$ cat src/hdl/scdt_pkg.sv
`timescale 1ns / 1ps
// Shared types and constants for the seconds-to-calendar pipeline.
// No dependencies; imported by every scdt module and the top level.
package scdt_pkg;

   localparam logic [22:0] DAY_RECIP    = 23'd6362914;  // floor(2^32 / 675)
   localparam logic [9:0]  DAY_ODD      = 10'd675;      // 86400 / 128
   localparam logic [15:0] CENTURY_DAYS = 16'd36525;
   localparam logic [13:0] BLOCK_RECIP  = 14'd11483;    // floor(2^24 / 1461)
   localparam logic [10:0] BLOCK_DAYS   = 11'd1461;
   localparam logic [10:0] HOUR_RECIP   = 11'd1165;     // floor(2^22 / 3600)
   localparam logic [11:0] HOUR_SECS    = 12'd3600;
   localparam logic [10:0] MIN_RECIP    = 11'd1092;     // floor(2^16 / 60)
   localparam logic [5:0]  MIN_SECS     = 6'd60;
   localparam logic [11:0] BASE_YEAR    = 12'd2000;
   localparam logic [11:0] OVF_YEAR     = 12'd2100;
   localparam logic [8:0]  LEAP_DAYS    = 9'd366;
   localparam logic [9:0]  COMMON_DAYS  = 10'd365;
   localparam logic [3:0]  MONTHS       = 4'd12;

   typedef struct packed {
      logic [15:0] days;
      logic [16:0] rem;
   } day_type;

   typedef struct packed {
      logic [5:0]  block;
      logic [10:0] day_in_block;
      logic [4:0]  hour;
      logic [11:0] hour_rem;
      logic        overflow;
   } split_type;

   typedef struct packed {
      logic [11:0] year;
      logic [3:0]  month;
      logic [4:0]  day;
      logic [4:0]  hour;
      logic [5:0]  minute;
      logic [5:0]  second;
      logic        overflow;
   } result_type;

   // first day of month (0 = January) within the year
   function automatic logic [8:0] month_start(input logic [3:0] idx, input logic leap);
      logic [8:0] base;
      unique case (idx)
         4'd0:    base = 9'd0;
         4'd1:    base = 9'd31;
         4'd2:    base = 9'd59;
         4'd3:    base = 9'd90;
         4'd4:    base = 9'd120;
         4'd5:    base = 9'd151;
         4'd6:    base = 9'd181;
         4'd7:    base = 9'd212;
         4'd8:    base = 9'd243;
         4'd9:    base = 9'd273;
         4'd10:   base = 9'd304;
         4'd11:   base = 9'd334;
         default: base = 9'd0;
      endcase
      if (leap && idx >= 4'd2) begin
         base = base + 9'd1;
      end
      return base;
   endfunction

endpackage

$ cat src/hdl/seconds_to_calendar_datetime_top.sv
`timescale 1ns / 1ps
// Seconds since 2000-01-01 00:00:00 to calendar date and time, six-stage pipeline.
// Throughput: one request per cycle; each stage holds its item under backpressure.
// Reset: synchronous, active high; clears every stage valid bit, no other state.
// Depends on scdt_pkg, scdt_day_div, scdt_block_div and scdt_calendar.
module seconds_to_calendar_datetime_top (
   input  logic        clock,
   input  logic        reset,
   input  logic        req_tvalid,
   output logic        req_tready,
   input  logic [31:0] req_tdata,   // [31:0] seconds_since_2000
   output logic        rsp_tvalid,
   input  logic        rsp_tready,
   output logic [39:0] rsp_tdata,   // year[11:0] month[15:12] day[20:16] hour[25:21]
                                    // minute[31:26] second[37:32] zero[39:38]
   output logic [0:0]  rsp_tuser    // [0] overflow
);
   import scdt_pkg::*;

   logic       day_valid;
   logic       day_ready;
   day_type    day_data;
   logic       split_valid;
   logic       split_ready;
   split_type  split_data;
   result_type rsp_data;

   scdt_day_div u_day_div (
      .clock      (clock),
      .reset      (reset),
      .in_valid   (req_tvalid),
      .in_ready   (req_tready),
      .in_seconds (req_tdata),
      .out_valid  (day_valid),
      .out_ready  (day_ready),
      .out_data   (day_data)
   );

   scdt_block_div u_block_div (
      .clock     (clock),
      .reset     (reset),
      .in_valid  (day_valid),
      .in_ready  (day_ready),
      .in_data   (day_data),
      .out_valid (split_valid),
      .out_ready (split_ready),
      .out_data  (split_data)
   );

   scdt_calendar u_calendar (
      .clock     (clock),
      .reset     (reset),
      .in_valid  (split_valid),
      .in_ready  (split_ready),
      .in_data   (split_data),
      .out_valid (rsp_tvalid),
      .out_ready (rsp_tready),
      .out_data  (rsp_data)
   );

   assign rsp_tdata = {2'b00, rsp_data.second, rsp_data.minute, rsp_data.hour,
                       rsp_data.day, rsp_data.month, rsp_data.year};
   assign rsp_tuser = rsp_data.overflow;

endmodule

$ cat src/hdl/scdt_day_div.sv
`timescale 1ns / 1ps
// Two-stage split of the seconds count into whole days and seconds of day.
// Depends on scdt_pkg.
module scdt_day_div (
   input  logic               clock,
   input  logic               reset,
   input  logic               in_valid,
   output logic               in_ready,
   input  logic [31:0]        in_seconds,
   output logic               out_valid,
   input  logic               out_ready,
   output scdt_pkg::day_type  out_data
);
   import scdt_pkg::*;

   logic        s1_valid_ff;
   logic [24:0] s1_hi_ff;
   logic [6:0]  s1_lo_ff;
   logic [15:0] s1_qest_ff;
   logic        s2_valid_ff;
   day_type     s2_data_ff;
   logic        s1_ready;
   logic        s2_ready;
   logic [47:0] s1_prod;
   logic [25:0] s2_back;
   logic [10:0] s2_rem_raw;
   day_type     s2_data_in;

   assign s2_ready = ~s2_valid_ff | out_ready;
   assign s1_ready = ~s1_valid_ff | s2_ready;
   assign in_ready = s1_ready;

   assign s1_prod = {23'd0, in_seconds[31:7]} * {25'd0, DAY_RECIP};

   always_comb begin
      s2_back    = {10'd0, s1_qest_ff} * {16'd0, DAY_ODD};
      s2_rem_raw = 11'({1'b0, s1_hi_ff} - s2_back);
      if (s2_rem_raw >= {1'b0, DAY_ODD}) begin
         s2_data_in.days = s1_qest_ff + 16'd1;
         s2_rem_raw      = s2_rem_raw - {1'b0, DAY_ODD};
      end else begin
         s2_data_in.days = s1_qest_ff;
      end
      s2_data_in.rem = {s2_rem_raw[9:0], s1_lo_ff};
   end

   always_ff @(posedge clock) begin
      if (reset) begin
         s1_valid_ff <= 1'b0;
         s2_valid_ff <= 1'b0;
      end else begin
         if (s1_ready) begin
            s1_valid_ff <= in_valid;
         end
         if (s2_ready) begin
            s2_valid_ff <= s1_valid_ff;
         end
      end
   end

   always_ff @(posedge clock) begin
      if (s1_ready) begin
         s1_hi_ff   <= in_seconds[31:7];
         s1_lo_ff   <= in_seconds[6:0];
         s1_qest_ff <= s1_prod[47:32];
      end
      if (s2_ready) begin
         s2_data_ff <= s2_data_in;
      end
   end

   assign out_valid = s2_valid_ff;
   assign out_data  = s2_data_ff;

endmodule

$ cat src/hdl/scdt_block_div.sv
`timescale 1ns / 1ps
// Two-stage split of days into four-year blocks and of the day's seconds into hours.
// Depends on scdt_pkg.
module scdt_block_div (
   input  logic                 clock,
   input  logic                 reset,
   input  logic                 in_valid,
   output logic                 in_ready,
   input  scdt_pkg::day_type    in_data,
   output logic                 out_valid,
   input  logic                 out_ready,
   output scdt_pkg::split_type  out_data
);
   import scdt_pkg::*;

   logic        s1_valid_ff;
   logic [15:0] s1_days_ff;
   logic [16:0] s1_rem_ff;
   logic [5:0]  s1_block_ff;
   logic [4:0]  s1_hour_ff;
   logic        s1_ovf_ff;
   logic        s2_valid_ff;
   split_type   s2_data_ff;
   logic        s1_ready;
   logic        s2_ready;
   logic [29:0] s1_bprod;
   logic [27:0] s1_hprod;
   logic [16:0] s2_dback;
   logic [16:0] s2_hback;
   logic [11:0] s2_d_raw;
   logic [12:0] s2_h_raw;
   split_type   s2_data_in;

   assign s2_ready = ~s2_valid_ff | out_ready;
   assign s1_ready = ~s1_valid_ff | s2_ready;
   assign in_ready = s1_ready;

   assign s1_bprod = {14'd0, in_data.days} * {16'd0, BLOCK_RECIP};
   assign s1_hprod = {11'd0, in_data.rem} * {17'd0, HOUR_RECIP};

   always_comb begin
      s2_dback = {11'd0, s1_block_ff} * {6'd0, BLOCK_DAYS};
      s2_hback = {12'd0, s1_hour_ff} * {5'd0, HOUR_SECS};
      s2_d_raw = 12'({1'b0, s1_days_ff} - s2_dback);
      s2_h_raw = 13'(s1_rem_ff - s2_hback);
      if (s2_d_raw >= {1'b0, BLOCK_DAYS}) begin
         s2_data_in.block = s1_block_ff + 6'd1;
         s2_d_raw         = s2_d_raw - {1'b0, BLOCK_DAYS};
      end else begin
         s2_data_in.block = s1_block_ff;
      end
      if (s2_h_raw >= {1'b0, HOUR_SECS}) begin
         s2_data_in.hour = s1_hour_ff + 5'd1;
         s2_h_raw        = s2_h_raw - {1'b0, HOUR_SECS};
      end else begin
         s2_data_in.hour = s1_hour_ff;
      end
      s2_data_in.day_in_block = s2_d_raw[10:0];
      s2_data_in.hour_rem     = s2_h_raw[11:0];
      s2_data_in.overflow     = s1_ovf_ff;
   end

   always_ff @(posedge clock) begin
      if (reset) begin
         s1_valid_ff <= 1'b0;
         s2_valid_ff <= 1'b0;
      end else begin
         if (s1_ready) begin
            s1_valid_ff <= in_valid;
         end
         if (s2_ready) begin
            s2_valid_ff <= s1_valid_ff;
         end
      end
   end

   always_ff @(posedge clock) begin
      if (s1_ready) begin
         s1_days_ff  <= in_data.days;
         s1_rem_ff   <= in_data.rem;
         s1_block_ff <= s1_bprod[29:24];
         s1_hour_ff  <= s1_hprod[26:22];
         s1_ovf_ff   <= (in_data.days >= CENTURY_DAYS);
      end
      if (s2_ready) begin
         s2_data_ff <= s2_data_in;
      end
   end

   assign out_valid = s2_valid_ff;
   assign out_data  = s2_data_ff;

endmodule

$ cat src/hdl/scdt_calendar.sv
`timescale 1ns / 1ps
// Two-stage year, month, day and minute, second resolution with overflow clamp.
// Depends on scdt_pkg.
module scdt_calendar (
   input  logic                  clock,
   input  logic                  reset,
   input  logic                  in_valid,
   output logic                  in_ready,
   input  scdt_pkg::split_type   in_data,
   output logic                  out_valid,
   input  logic                  out_ready,
   output scdt_pkg::result_type  out_data
);
   import scdt_pkg::*;

   logic        s1_valid_ff;
   logic [11:0] s1_year_ff;
   logic [8:0]  s1_dy_ff;
   logic        s1_leap_ff;
   logic [4:0]  s1_hour_ff;
   logic [11:0] s1_hrem_ff;
   logic [5:0]  s1_min_ff;
   logic        s1_ovf_ff;
   logic        s2_valid_ff;
   result_type  s2_data_ff;
   logic        s1_ready;
   logic        s2_ready;
   logic [11:0] s1_year_in;
   logic [8:0]  s1_dy_in;
   logic        s1_leap_in;
   logic [22:0] s1_mprod;
   result_type  s2_data_in;

   assign s2_ready = ~s2_valid_ff | out_ready;
   assign s1_ready = ~s1_valid_ff | s2_ready;
   assign in_ready = s1_ready;

   assign s1_mprod = {11'd0, in_data.hour_rem} * {12'd0, MIN_RECIP};

   always_comb begin
      logic [10:0] rest;
      logic [1:0]  yoff;
      rest = in_data.day_in_block - {2'd0, LEAP_DAYS};
      if (in_data.day_in_block < {2'd0, LEAP_DAYS}) begin
         yoff       = 2'd0;
         s1_leap_in = 1'b1;
         s1_dy_in   = in_data.day_in_block[8:0];
      end else if (rest < {1'b0, COMMON_DAYS}) begin
         yoff       = 2'd1;
         s1_leap_in = 1'b0;
         s1_dy_in   = rest[8:0];
      end else if (rest < {COMMON_DAYS, 1'b0}) begin
         yoff       = 2'd2;
         s1_leap_in = 1'b0;
         s1_dy_in   = 9'(rest - {1'b0, COMMON_DAYS});
      end else begin
         yoff       = 2'd3;
         s1_leap_in = 1'b0;
         s1_dy_in   = 9'(rest - {COMMON_DAYS, 1'b0});
      end
      s1_year_in = BASE_YEAR + {4'd0, in_data.block, 2'd0} + {10'd0, yoff};
   end

   always_comb begin
      logic [3:0] midx;
      logic [6:0] sec_raw;
      logic [5:0] minute;
      midx = 4'd0;
      for (int k = 1; k < 12; k++) begin
         if (s1_dy_ff >= month_start(4'(k), s1_leap_ff)) begin
            midx = midx + 4'd1;
         end
      end
      sec_raw = 7'({1'b0, s1_hrem_ff} - ({7'd0, s1_min_ff} * {7'd0, MIN_SECS}));
      minute  = s1_min_ff;
      if (sec_raw >= {1'b0, MIN_SECS}) begin
         minute  = minute + 6'd1;
         sec_raw = sec_raw - {1'b0, MIN_SECS};
      end
      if (s1_ovf_ff) begin
         s2_data_in.year   = OVF_YEAR;
         s2_data_in.month  = 4'd1;
         s2_data_in.day    = 5'd1;
         s2_data_in.hour   = 5'd0;
         s2_data_in.minute = 6'd0;
         s2_data_in.second = 6'd0;
      end else begin
         s2_data_in.year   = s1_year_ff;
         s2_data_in.month  = midx + 4'd1;
         s2_data_in.day    = 5'(s1_dy_ff - month_start(midx, s1_leap_ff) + 9'd1);
         s2_data_in.hour   = s1_hour_ff;
         s2_data_in.minute = minute;
         s2_data_in.second = sec_raw[5:0];
      end
      s2_data_in.overflow = s1_ovf_ff;
   end

   always_ff @(posedge clock) begin
      if (reset) begin
         s1_valid_ff <= 1'b0;
         s2_valid_ff <= 1'b0;
      end else begin
         if (s1_ready) begin
            s1_valid_ff <= in_valid;
         end
         if (s2_ready) begin
            s2_valid_ff <= s1_valid_ff;
         end
      end
   end

   always_ff @(posedge clock) begin
      if (s1_ready) begin
         s1_year_ff <= s1_year_in;
         s1_dy_ff   <= s1_dy_in;
         s1_leap_ff <= s1_leap_in;
         s1_hour_ff <= in_data.hour;
         s1_hrem_ff <= in_data.hour_rem;
         s1_min_ff  <= s1_mprod[21:16];
         s1_ovf_ff  <= in_data.overflow;
      end
      if (s2_ready) begin
         s2_data_ff <= s2_data_in;
      end
   end

   assign out_valid = s2_valid_ff;
   assign out_data  = s2_data_ff;

endmodule
$ cat config.mk
export PLATFORM = sky130hd
export DESIGN_NAME = seconds_to_calendar_datetime_top
export DESIGN_NICKNAME = d
export VERILOG_FILES = /design/src/hdl/scdt_pkg.sv /design/src/hdl/seconds_to_calendar_datetime_top.sv /design/src/hdl/scdt_day_div.sv /design/src/hdl/scdt_block_div.sv /design/src/hdl/scdt_calendar.sv
export SDC_FILE = /design/constraint.sdc
export NUM_CORES = 1
export LEC_CHECK = 0
export ABC_AREA = 1
export BUFFER_PORTS_ARGS = -buffer_cell sky130_fd_sc_hd__buf_4
export CORE_ASPECT_RATIO = 1.1
export CORE_UTILIZATION = 25
export DETAILED_ROUTE_END_ITERATION = 6
export PLACE_DENSITY = 0.43
export SETUP_SLACK_MARGIN = 0.02
export SLEW_MARGIN = 40
export SYNTH_ARGS = -nofsm -noshare
export SYNTH_HDL_FRONTEND = slang
export SYNTH_SLANG_ARGS = --single-unit
$ cat constraint.sdc
create_clock -name clock -period 12.65 [get_ports clock]
set_input_delay 1.265 -clock clock [delete_from_list [all_inputs] [get_ports clock]]
set_output_delay 1.265 -clock clock [all_outputs]
set_load 0.02 [all_outputs]
; ---- Word level (Yosys, flattened, before mapping)
; Memory sizes are Yosys's and may differ from the RTL's.
; Cells that the tools add are included.
[classes]
reduce_logical = 1
order_cmp = 20
n_mux = 39
n_addsub = 31
n_bitwise = 12
n_mul = 8
[ops]
columns = op, count
row1 = $mul A25 B22 Y47 const B, 1
row2 = $mux W4, 11
row3 = $add A4 B1 Y4 const B, 10
row4 = $ge A9 B8 Y1, 4
row5 = $mul A16 B14 Y30 const B, 1
row6 = $ge A9 B9 Y1, 3
row7 = $mul A17 B11 Y27 const B, 1
row8 = $mux W9, 3
row9 = $lt A11 B9 Y1 const B, 2
row10 = $mul A12 B9 Y20 const B, 1
row11 = $mux W5, 4
row12 = $ge A9 B7 Y1, 2
row13 = $mux W6, 3
row14 = $add A16 B1 Y16 const B, 1
row15 = $ge A16 B16 Y1 const B, 1
row16 = $mul A16 B10 Y11 const B, 1
row17 = $mux W16, 1
row18 = $add A5 B1 Y5 const B, 3
row19 = $ge A13 B12 Y1 const B, 1
row20 = $sub A13 B13 Y13, 1
row21 = $add A11 B8 Y12 const A, 1
row22 = $add A12 B2 Y12, 1
row23 = $add A6 B1 Y6 const B, 2
row24 = $ge A12 B11 Y1 const B, 1
row25 = other kinds (30), 51
[word_totals]
out_inout_bits = 43
memories = 1
regBits = 225
rom_bits = 144
inputBits = 36
[mem_list]
columns = name, words, width, rd, rd_ports_with_merged_regs, write_ports, line
row1 = (no name shown), 16, 9, 1, 0, 0, scdt_pkg.sv:47  ; unique case (idx)

; ---- Depth between registers and ports, before layout
; Gate-level depths: netlist (run 1).
; An unclocked memory read counts as a cell.
[depth]
word_depth = 29
depth_mapped = 59
mapped_depth_nobuf = 59

; ---- By module
; Synthesis (run 1) repeated with hierarchy kept, for this count alone.
[unflattened]
cells_unflattened = 3658
area_unflattened_um2 = 32322.2
[by_module_without_submodules]
columns = module, seq_area_each_um2, area_each_um2, instances, cells_each
row1 = scdt_day_div, 2052.0, 12844.8, 1, 1415
row2 = scdt_block_div, 2202.1, 12768.5, 1, 1415
row3 = scdt_calendar, 2382.3, 6690.2, 1, 825
row4 = seconds_to_calendar_datetime_top, 0.0, 18.8, 1, 3

; ---- Least setup slack after synthesis (run 1)
; OpenSTA, ideal clock, no wires.
[synth_path]
path_kind = register to register
startpoint = register u_calendar.s1_leap_ff
endpoint = register u_calendar.s2_data_ff (netlist bit u_calendar.out_data[21]), data pin
path_buffers = 0
required_time_ns = 12.384
arrival_time_ns = 8.125
synth_period_minus_slack_ns = 8.391
path_stages_with_launch = 53
path_slack_ns = 4.259
path_cell_list = edfxtp_1 inv_1 ha_1 inv_1 nand2_1 inv_1 o21ai_0 a21oi_1 inv_1 a31oi_1 ha_1 nand3_1 nand2_1 ha_1 nand2_1 nand2_1 ha_1 nand2_1 [17 not listed] inv_1 ha_1 or2_2 nand2_1 inv_1 ha_1 inv_1 o21ai_1 inv_1 ha_1 nor2_1 a21oi_1 ha_1 inv_1 ha_1 fa_1 xnor2_1 nor2_1
[synth_via]
elab_chain_len = 28
elab_cells_between_ends = 48
cone_classes = add/sub: 12 / order compare: 11 / mux: 23 / reduce/logical: 1 / memory: 1
[synth_lines]
columns = element, line
row1 = "start, declared", scdt_calendar.sv:19  ; logic s1_leap_ff;
row2 = "start signal, assigned", scdt_calendar.sv:116  ; s1_leap_ff <= s1_leap_in;
row3 = $mux W3, scdt_pkg.sv:62  ; if (leap && idx >= 4'd2) begin
row4 = $ge A9 B6 Y1, scdt_calendar.sv:70  ; if (s1_dy_ff >= month_start(4'(k), s1_leap_ff)) begin
row5 = $mux W4, scdt_calendar.sv:70
row6 = $add A4 B1 Y4, scdt_calendar.sv:71  ; midx = midx + 4'd1;
row7 = $mux W4, scdt_calendar.sv:70
row8 = $add A4 B1 Y4, scdt_calendar.sv:71
row9 = $mux W4, scdt_calendar.sv:70
row10 = $add A4 B1 Y4, scdt_calendar.sv:71
row11 = [12 not listed], n/a
row12 = $mux W4, scdt_calendar.sv:70
row13 = $mem_v2 Z16 W9, n/a
row14 = $mux W5, scdt_calendar.sv:80  ; if (s1_ovf_ff) begin
row15 = $add A5 B1 Y5, scdt_pkg.sv:63  ; base = base + 9'd1;
row16 = $mux W5 (*), scdt_pkg.sv:62
row17 = $mux W5 (*), scdt_calendar.sv:80
row18 = $sub A5 B5 Y5 (*), scdt_calendar.sv:90  ; s2_data_in.day = 5'(s1_dy_ff - month_start(midx, s1_leap_ff) + 9'd1);
row19 = $add A5 B1 Y5 (*), scdt_calendar.sv:90
row20 = "end signal, assigned", scdt_calendar.sv:123  ; s2_data_ff <= s2_data_in;
row21 = "end, declared", scdt_calendar.sv:25  ; result_type s2_data_ff;
; Mark *: on every way between the ends. The rest lies on a longest branch, timed or not. The select of a mux whose other input is x is not followed.
; A chain may end at the register's enable or synchronous reset.

; ---- Worst setup path after layout (run 1)
; Same ends and word-level chain as after synthesis.

==> impl_metrics.ini, run 1 <==
[run_status]
status = finished, final reports clean

[worst_setup_path]
crit_end = u_calendar.out_data[21]
cp-startpoint = u_calendar.s1_leap_ff
criticalPathCategory = flip-flop to flip-flop
crit_slowest_cell = edfxtp_1
critPathLaunchType = flip-flop
cpMostUsedCell = nand2_1
worst_setup_path_end_kind = flip-flop
worstPathRequired_ps = 12960
r2r-start = u_calendar.s1_leap_ff
cp.arrival_ps = 9360
r2r_end = u_calendar.out_data[21]
r2r_setup_slack_ps = 3600
cp_slowest_stage_delay_ps = 460
reg2reg_depth = 52
cp_max_fo = 6

[finish]
n_antenna_cell = 0
layout_common_cells = inv_1, ha_1, nand2_1
nNetsFinal = 4134
final_cells = 4691
final_common_cell = inv_1
area_growth_pct = 11.55
drive_gt1_share_pct = 5.651
nFillCells = 12540
regArea_um2 = 6636
multiInputGateArea_um2 = 20110

[min_path]
holdCritPathClass = flip-flop to flip-flop

[detailed_routing]
drc_errors = 0
postRouteAntennaNets = 0
first_pass_iters = 5
drt-initial-drc-count = 500
routedWlPerCell_um = 13.35
routed_wl_um = 62640
vias = 19230
viasPerCell = 4.098

[sta]
fin_tns_setup_ps = 0
fmax_mhz = 110.5
rsz0062_at_grt = no
setup_violations = 0
relSlewSlack_pct = 53.87
final.setup_skew_ps = 22.17
timing.hold.ws_ps = 416.8
hold_viol = 0
layout_setup_ws_ps = 3600
fin_crit_sh_pct = 71.55
period_needed_ps = 9050
worst_slew_pin_slew_ps = 690.3
drv_slew = 0

[synth]
syn-cell-area_um2 = 29660
ys_types = 53
ys_seq_elements = 223
avgSynthCellArea_um2 = 9.787
yosys_warnings = 0
synth_ff_type = edfxtp_1
syn_inst = 3030
synth_edf_count = 217
seq_area_frac_synth_pct = 22.38
asyncSetResetFlopFracSynth_pct = 0

[clocking]
tritoncts = done
clk_pin_slew_ps = 60
cts_made_buffers = 29
cts-resized-gates = 0
cts-htree-levels = 1
cts_sinks = 223
clk_latency_ps = 580
postCtsHoldBufs = 0
cts_setup_buffers = 0
cts_root_buffer = clkbuf_16
clockBufferDepth = 3

[grt]
gr-total-overflow = 0
grt_pass1_vias = 20730
grt_max_degree = 42
antenna_found_initial = 1
grt_pass1_wl_um = 105300
grt_util_all_layers_pct = 10.85

[die]
core_um2 = 117800
initial_utilization_pct = 25.18
std_cell_rows = 132
ios = 79
die_h_um = 363.2
die_w_um = 330.4
dieArea_um2 = 120000

[job]
maxCapViolations = 0

[placed_design]
dp_cells = 4639
portBuffers = 76
dp_slack_ps = 3546
routabilityCongestion = 0.8069
dp_hpwl_um = 53770
[sequential cells by signal (all words and copies together) (netlist names), 5 cells and up]
name                     flops
u_day_div.out_data          33
u_block_div.s1_days_ff      12
u_day_div.s1_lo_ff           7
u_calendar.out_data         38
u_block_div.s1_block_ff      6
u_calendar.s1_dy_ff          9
u_block_div.out_data        35
u_calendar.s1_hrem_ff        7
u_day_div.s1_hi_ff          11
u_calendar.s1_min_ff         6
u_block_div.s1_hour_ff       5
u_day_div.s1_qest_ff        16
u_block_div.s1_rem_ff       13
u_calendar.s1_year_ff       11
u_calendar.s1_hour_ff        5
[cells by family after synthesis]
group,Yosys count,synth area share (%)
flops,223,22.38
simple gates,619,9.231
fa+ha+maj,969,48.40
buf+inv,774,9.864
other cells,1,0.01265
compound gates,287,5.476
xor+xnor,157,4.637
[worst min-delay path by stage]
stage	to	start	cells after the start	slack, ps
finish	u_day_div.out_data[4]	u_day_div.s1_lo_ff[4]	0	420
global route	u_day_div.out_data[6]	u_day_div.s1_lo_ff[6]	0	430
CTS	u_calendar.s1_hour_ff[2]	u_block_div.out_data[15]	0	420
detailed placement	u_day_div.out_data[2]	u_day_div.s1_lo_ff[2]	0	410
global placement	u_day_div.out_data[2]	u_day_div.s1_lo_ff[2]	0	400
floorplan	u_block_div.out_data[0]	u_block_div.s1_ovf_ff	0	400
[area by class of cell]
class	count	area share, %
multi-input cells	2034	60.78
flip-flops and latches	223	20.06
inverters	758	8.601
well taps	1541	5.829
clock buffers	35	2.262
repair buffers	83	1.884
clock inverters	17	0.5825
[cells in the mapped netlist (all sizes together) (12+ instances only)]
cell,n,share of area [%]
nand3,110,2.1
nor2,115,1.5
edfxtp,217,22
a21o,12,0.30
ha,672,28
nor3,23,0.39
xor2,101,3.0
a21oi,138,2.3
fa,297,20
nand4,17,0.36
xnor2,56,1.7
inv,758,9.6
nand2,327,4.3
or2,16,0.34
o21ai,76,1.3
[stage by stage]
step	instance area (um2)	util (%)
2_1_floorplan	29660	-
3_3_place_gp	32130	27.29
3_5_place_dp	32140	27.29
4_1_cts	33080	28.09
5_1_grt	33080	28.09
6_report	33080	28.09
[worst max-delay path, delay by kind of cell, from the launching register on]
family / cells / cell delay (ps)
buffers and inverters: 10 / 790
DFF: 1 / 460
and+or+nand+nor: 21 / 2440
adders and majority gates: 15 / 4230
xor gates and xnor gates: 1 / 160
AOI/OAI and AO/OA: 5 / 710
[per-layer routing]
metal  vias up  wire [um]  track usage [%]
li1       9972          -                -
met1      9021      28310            13.42
met2       165      31740            20.19
met3        66       1243           0.9056
met4         2       1335            2.349
met5         -         13                0
Power of run 1 is left out: the tool's default activity adds up to more than one toggle a clock period on the data nets, which glitch-free logic cannot reach.
==> run 2: changes to the inputs <==
--- a/config.mk
+++ b/config.mk
@@ -10,7 +10,7 @@
 export CORE_ASPECT_RATIO = 1.1
 export CORE_UTILIZATION = 25
 export DETAILED_ROUTE_END_ITERATION = 6
-export PLACE_DENSITY = 0.43
+export PLACE_DENSITY = 0.44
 export SETUP_SLACK_MARGIN = 0.02
 export SLEW_MARGIN = 40
 export SYNTH_ARGS = -nofsm -noshare
==> constraint.sdc (replaced) <==
create_clock -name clock -period 7.7 [get_ports clock]
set_input_delay 0.77 -clock clock [delete_from_list [all_inputs] [get_ports clock]]
set_output_delay 0.77 -clock clock [all_outputs]
set_load 0.02 [all_outputs]
==> run 2 against run 1 <==
  * Cell count grew 2.4%
  * First-iteration DRC count increased by 27%
  * Critical path depth grew 3
  * Maximum frequency grew 19%
  * Worst hold slack worse by 31 ps
  * Sequential cell count unchanged
  * Global-route usage is 0.22 points higher
  * Core utilization up 1.3 points
  * Non-clock buffer count grew 111
  * Critical endpoint is now u_calendar.out_data[22]
==> impl_metrics.ini, run 2 (synthesis results as in run 1) <==
[clocking]
cts_root_buffer = clkbuf_16
cts_made_buffers = 29
clockBufferDepth = 3
cts_sinks = 223
cts-htree-levels = 1
clk_pin_slew_ps = 60
tritoncts = done
clk_latency_ps = 560

[placed_design]
dp_hpwl_um = 53770
portBuffers = 76
routabilityCongestion = 0.8017
placed_area_um2 = 32620

[detailed_routing]
first_pass_iters = 4
drc_errors = 0
viasPerCell = 4.136
vias = 19870
postRouteAntennaNets = 0
routed_wl_um = 64430
routedWlPerCell_um = 13.41
drt-initial-drc-count = 635

[sta]
setup_violations = 0
fin_crit_sh_pct = 99.16
worst_slew_pin_slew_ps = 725.3
fin_tns_setup_ps = 0
final.setup_skew_ps = 8.420
fmax_mhz = 131.0
relSlewSlack_pct = 51.53
drv_slew = 0
rsz0062_at_grt = yes
hold_viol = 0
period_needed_ps = 7635

[worst_setup_path]
worstPathRequired_ps = 8020
cpMostUsedCell = ha_4
criticalPathCategory = flip-flop to flip-flop
cp_max_fo = 4
crit_slowest_cell = edfxtp_1
worst_setup_path_end_kind = flip-flop
critPathLaunchType = flip-flop
cp_slowest_stage_delay_ps = 410
cp.arrival_ps = 7950

[grt]
grt_max_degree = 43
grt_util_all_layers_pct = 11.07
grt_pass1_vias = 21260
grt_pass1_wl_um = 107700
gr-total-overflow = 0
antenna_found_initial = 1

[die]
die_h_um = 363.2
dieArea_um2 = 120000
ios = 79
std_cell_rows = 132
initial_utilization_pct = 25.18
die_w_um = 330.4
core_um2 = 117800

[finish]
fin_area_um2 = 34590
area_growth_pct = 16.64
layout_common_cells = inv_1, ha_1, fa_1
n_antenna_cell = 0
nNetsFinal = 4245
drive_gt1_share_pct = 11.92
largest_register_ffs = 38
final_common_cell = inv_1

[job]
maxCapViolations = 0

[min_path]
holdCritPathClass = input port to flip-flop

[run_status]
status = finished, final reports clean
==> run 2: changes by cell type in the layout (fill, tap and decap cells not counted), sizes merged <==
cell | before | now
bufinv | 4 | 3
clkinvlp | 1 | 3
inv | 758 | 757
buf | 83 | 194
clkinv | 12 | 9
clkbuf | 35 | 40
==> run 2: timing repair <==
item | 4_1_cts | 5_1_grt
resized for setup | 29 | 88
pin swaps | 26 | 55
setup endpoints to repair | 4 | 5
setup buffers | 62 | 5
hold buffers | 0 | 0
==> run 2: stage by stage <==
stage	util [%]	cells	worst slack (ps)	hold slack (ps)
4_1_cts	29.02	4806	-149.8	345.7
2_1_floorplan	-	3031	-102.4	400.3
3_3_place_gp	27.70	4690	-345.9	400.0
3_5_place_dp	27.70	4690	-456.7	404.5
6_report	29.37	4804	64.55	386.1
5_1_grt	29.37	4804	-337.4	347.1
==> run 2: final timing paths <==
check / start / endpoint / slack [ps] / cells past startpoint
worst max-delay path: u_calendar.s1_leap_ff / u_calendar.out_data[22] / 60 / 55
worst min register to register: u_day_div.s1_lo_ff[5] / u_day_div.out_data[5] / 420 / 0
worst min-delay path: req_tdata[5] / u_day_div.s1_lo_ff[5] / 390 / 1
worst max register to register: u_calendar.s1_leap_ff / u_calendar.out_data[22] / 60 / 55
==> run 2: metal layers <==
| metal | vias to the layer above | track usage [%] | part of all wire [%] |
|---|---|---|---|
| met2 | 182 | 20.59 | 51 |
| met3 | 58 | 0.9056 | 2.2 |
| li1 | 10200 | - | - |
| met4 | 2 | 1.834 | 1.3 |
| met5 | - | 0 | 0.012 |
| met1 | 9427 | 13.93 | 45 |
==> run 2: area by class of cell <==
type	count	area [um2]
Clock inverter	14	160.2
Timing Repair Buffer	194	1488
Sequential cell	223	6636
Clock buffer	40	787.0
Tap cell	1541	1928
Inverter	758	2853
Fill cell	12490	83170
Multi-Input combinational cell	2034	20740
==> run 2: worst max-delay path, delay by kind of cell (launching register included) <==
kind                     cells  cell delay [ps]
adder cells (fa/ha/maj)     14             3130
AND/OR/NAND/NOR             24             2150
AO/OA/AOI/OAI                6              860
buffers and inverters       10              700
flip-flops                   1              410
XOR/XNOR                     1              140
Power of run 2 is left out for the same reason.
==> run 3: changes to the inputs <==
--- a/config.mk
+++ b/config.mk
@@ -10,8 +10,7 @@
 export CORE_ASPECT_RATIO = 1.1
 export CORE_UTILIZATION = 25
 export DETAILED_ROUTE_END_ITERATION = 6
-export PLACE_DENSITY = 0.44
-export SETUP_SLACK_MARGIN = 0.02
+export SETUP_SLACK_MARGIN = 0.05
 export SLEW_MARGIN = 40
 export SYNTH_ARGS = -nofsm -noshare
 export SYNTH_HDL_FRONTEND = slang
==> run 3 against run 2 <==
  * Sequential cell count stayed put
  * Cell count is 0.15% lower
  * Maximum frequency is 1.6% lower
  * Global-route usage is 0.81 points lower
  * Clock-buffer cell count is 12 lower
  * Via count is 1.8% higher
  * Design area is 0.57% lower
  * Sequential share of layout area is 0.11 points higher
  * Worst setup slack worse by 120 ps
  * Die area stayed put
  * Wire length is 6.5% lower
  * The flow now finishes with violations (setup timing)
==> impl_metrics.ini, run 3 (synthesis results as in run 1) <==
[run_status]
status = complete, but fails checks
violations = setup timing

[finish]
final_common_cell = inv_1
layout_common_cells = inv_1, ha_1, fa_1
nNetsFinal = 4242
regArea_um2 = 6636
multiInputGateArea_um2 = 20650
area_growth_pct = 15.97
drive_gt1_share_pct = 11.58
nFillCells = 12210
largest_register_ffs = 38
n_antenna_cell = 0

[sta]
period_needed_ps = 7760
worst_slew_pin_slew_ps = 664.6
layout_setup_ws_ps = -60.15
hold_viol = 0
drv_slew = 0
final.setup_skew_ps = 16.34
fmax_mhz = 128.9
fin_tns_setup_ps = -112.6
rsz0062_at_grt = yes
setup_violations = 3
fin_crit_sh_pct = 100.8
relSlewSlack_pct = 55.59

[clocking]
clk_latency_ps = 550
cts_made_buffers = 25
postCtsHoldBufs = 0
cts_root_buffer = clkbuf_16
cts_sinks = 223
cts-htree-levels = 1
clk_pin_slew_ps = 60
clockBufferDepth = 3
tritoncts = done

[die]
die_w_um = 330.4
die_h_um = 363.2
core_um2 = 117800
initial_utilization_pct = 25.18
dieArea_um2 = 120000
ios = 79
std_cell_rows = 132

[worst_setup_path]
cp.arrival_ps = 8070
cp_slowest_stage_delay_ps = 380
crit_slowest_cell = edfxtp_1
worstPathRequired_ps = 8010
worst_setup_path_end_kind = flip-flop
r2r_setup_slack_ps = -60
cpMostUsedCell = buf_4
cp_max_fo = 4
criticalPathCategory = flip-flop to flip-flop
critPathLaunchType = flip-flop

[placed_design]
dp_hpwl_um = 49830
portBuffers = 76
dp_slack_ps = -455.1
routabilityCongestion = 0.8696

[grt]
grt-busiest-layer = met2
grt_max_degree = 42
grt_util_all_layers_pct = 10.27
grt.met1_usage_pct = 12.79
gr-total-overflow = 0
gr-usage-met2_pct = 19.08
grtUsageMet3_pct = 0.8401
grt_pass1_wl_um = 101700
antenna_found_initial = 0
grt_pass1_vias = 21220

[min_path]
holdCritPathClass = input port to flip-flop

[detailed_routing]
routed_wl_um = 60230
vias = 20220
routedWlPerCell_um = 12.56
postRouteAntennaNets = 0
drt-initial-drc-count = 786
first_pass_iters = 7
drc_errors = 0
viasPerCell = 4.215

[job]
maxCapViolations = 0
run 3: final timing paths:
path	startpoint	to	cells after the start
worst min-delay path	req_tdata[0]	u_day_div.s1_lo_ff[0]	1
worst max register to register	u_calendar.s1_leap_ff	u_calendar.out_data[22]	56
worst min register to register	u_day_div.s1_lo_ff[5]	u_day_div.out_data[5]	0
worst max-delay path	u_calendar.s1_leap_ff	u_calendar.out_data[22]	56
run 3: what timing repair did:
| item | CTS | global route |
|---|---|---|
| pin swaps | 15 | 46 |
| resized for setup | 13 | 89 |
| setup endpoints to repair | 4 | 5 |
| hold endpoints to repair | 0 | 0 |
| setup buffers | 70 | 8 |
run 3: layout make-up:
cell class | instances | area share, %
tap | 1541 | 5.606
timing repair buffer | 195 | 4.322
inverter | 758 | 8.288
clock inverter | 18 | 0.5821
sequential | 223 | 19.30
multi-input combinational | 2034 | 60.05
clock buffer | 28 | 1.852
run 3: metal layers:
metal / wire length, um / vias up
met3: 1360 / 81
met2: 30540 / 237
met4: 1323 / 0
met1: 27000 / 9725
met5: 0 / -
li1: - / 10180
run 3: metrics by stage:
| step | hold WS (ps) | area (um2) | utilization, % | std cells |
|---|---|---|---|---|
| finish | 407.4 | 34390 | 29.21 | 4797 |
| floorplan | 400.3 | 29760 | - | 3031 |
| CTS | 376.8 | 33970 | 28.84 | 4795 |
| detailed placement | 404.5 | 32540 | 27.63 | 4679 |
| global route | 384.3 | 34390 | 29.21 | 4797 |
| global placement | 403.2 | 32530 | 27.63 | 4679 |
run 3: critical path: cells and delay by family, from the launching register on:
family                     cells  cell delay (ps)
AOI/OAI and AO/OA              3              460
DFF                            1              380
buffers and inverters         18             1640
xor gates and xnor gates       1              130
adders and majority gates     11             2650
and+or+nand+nor               23             2230
Power of run 3 is left out for the same reason.
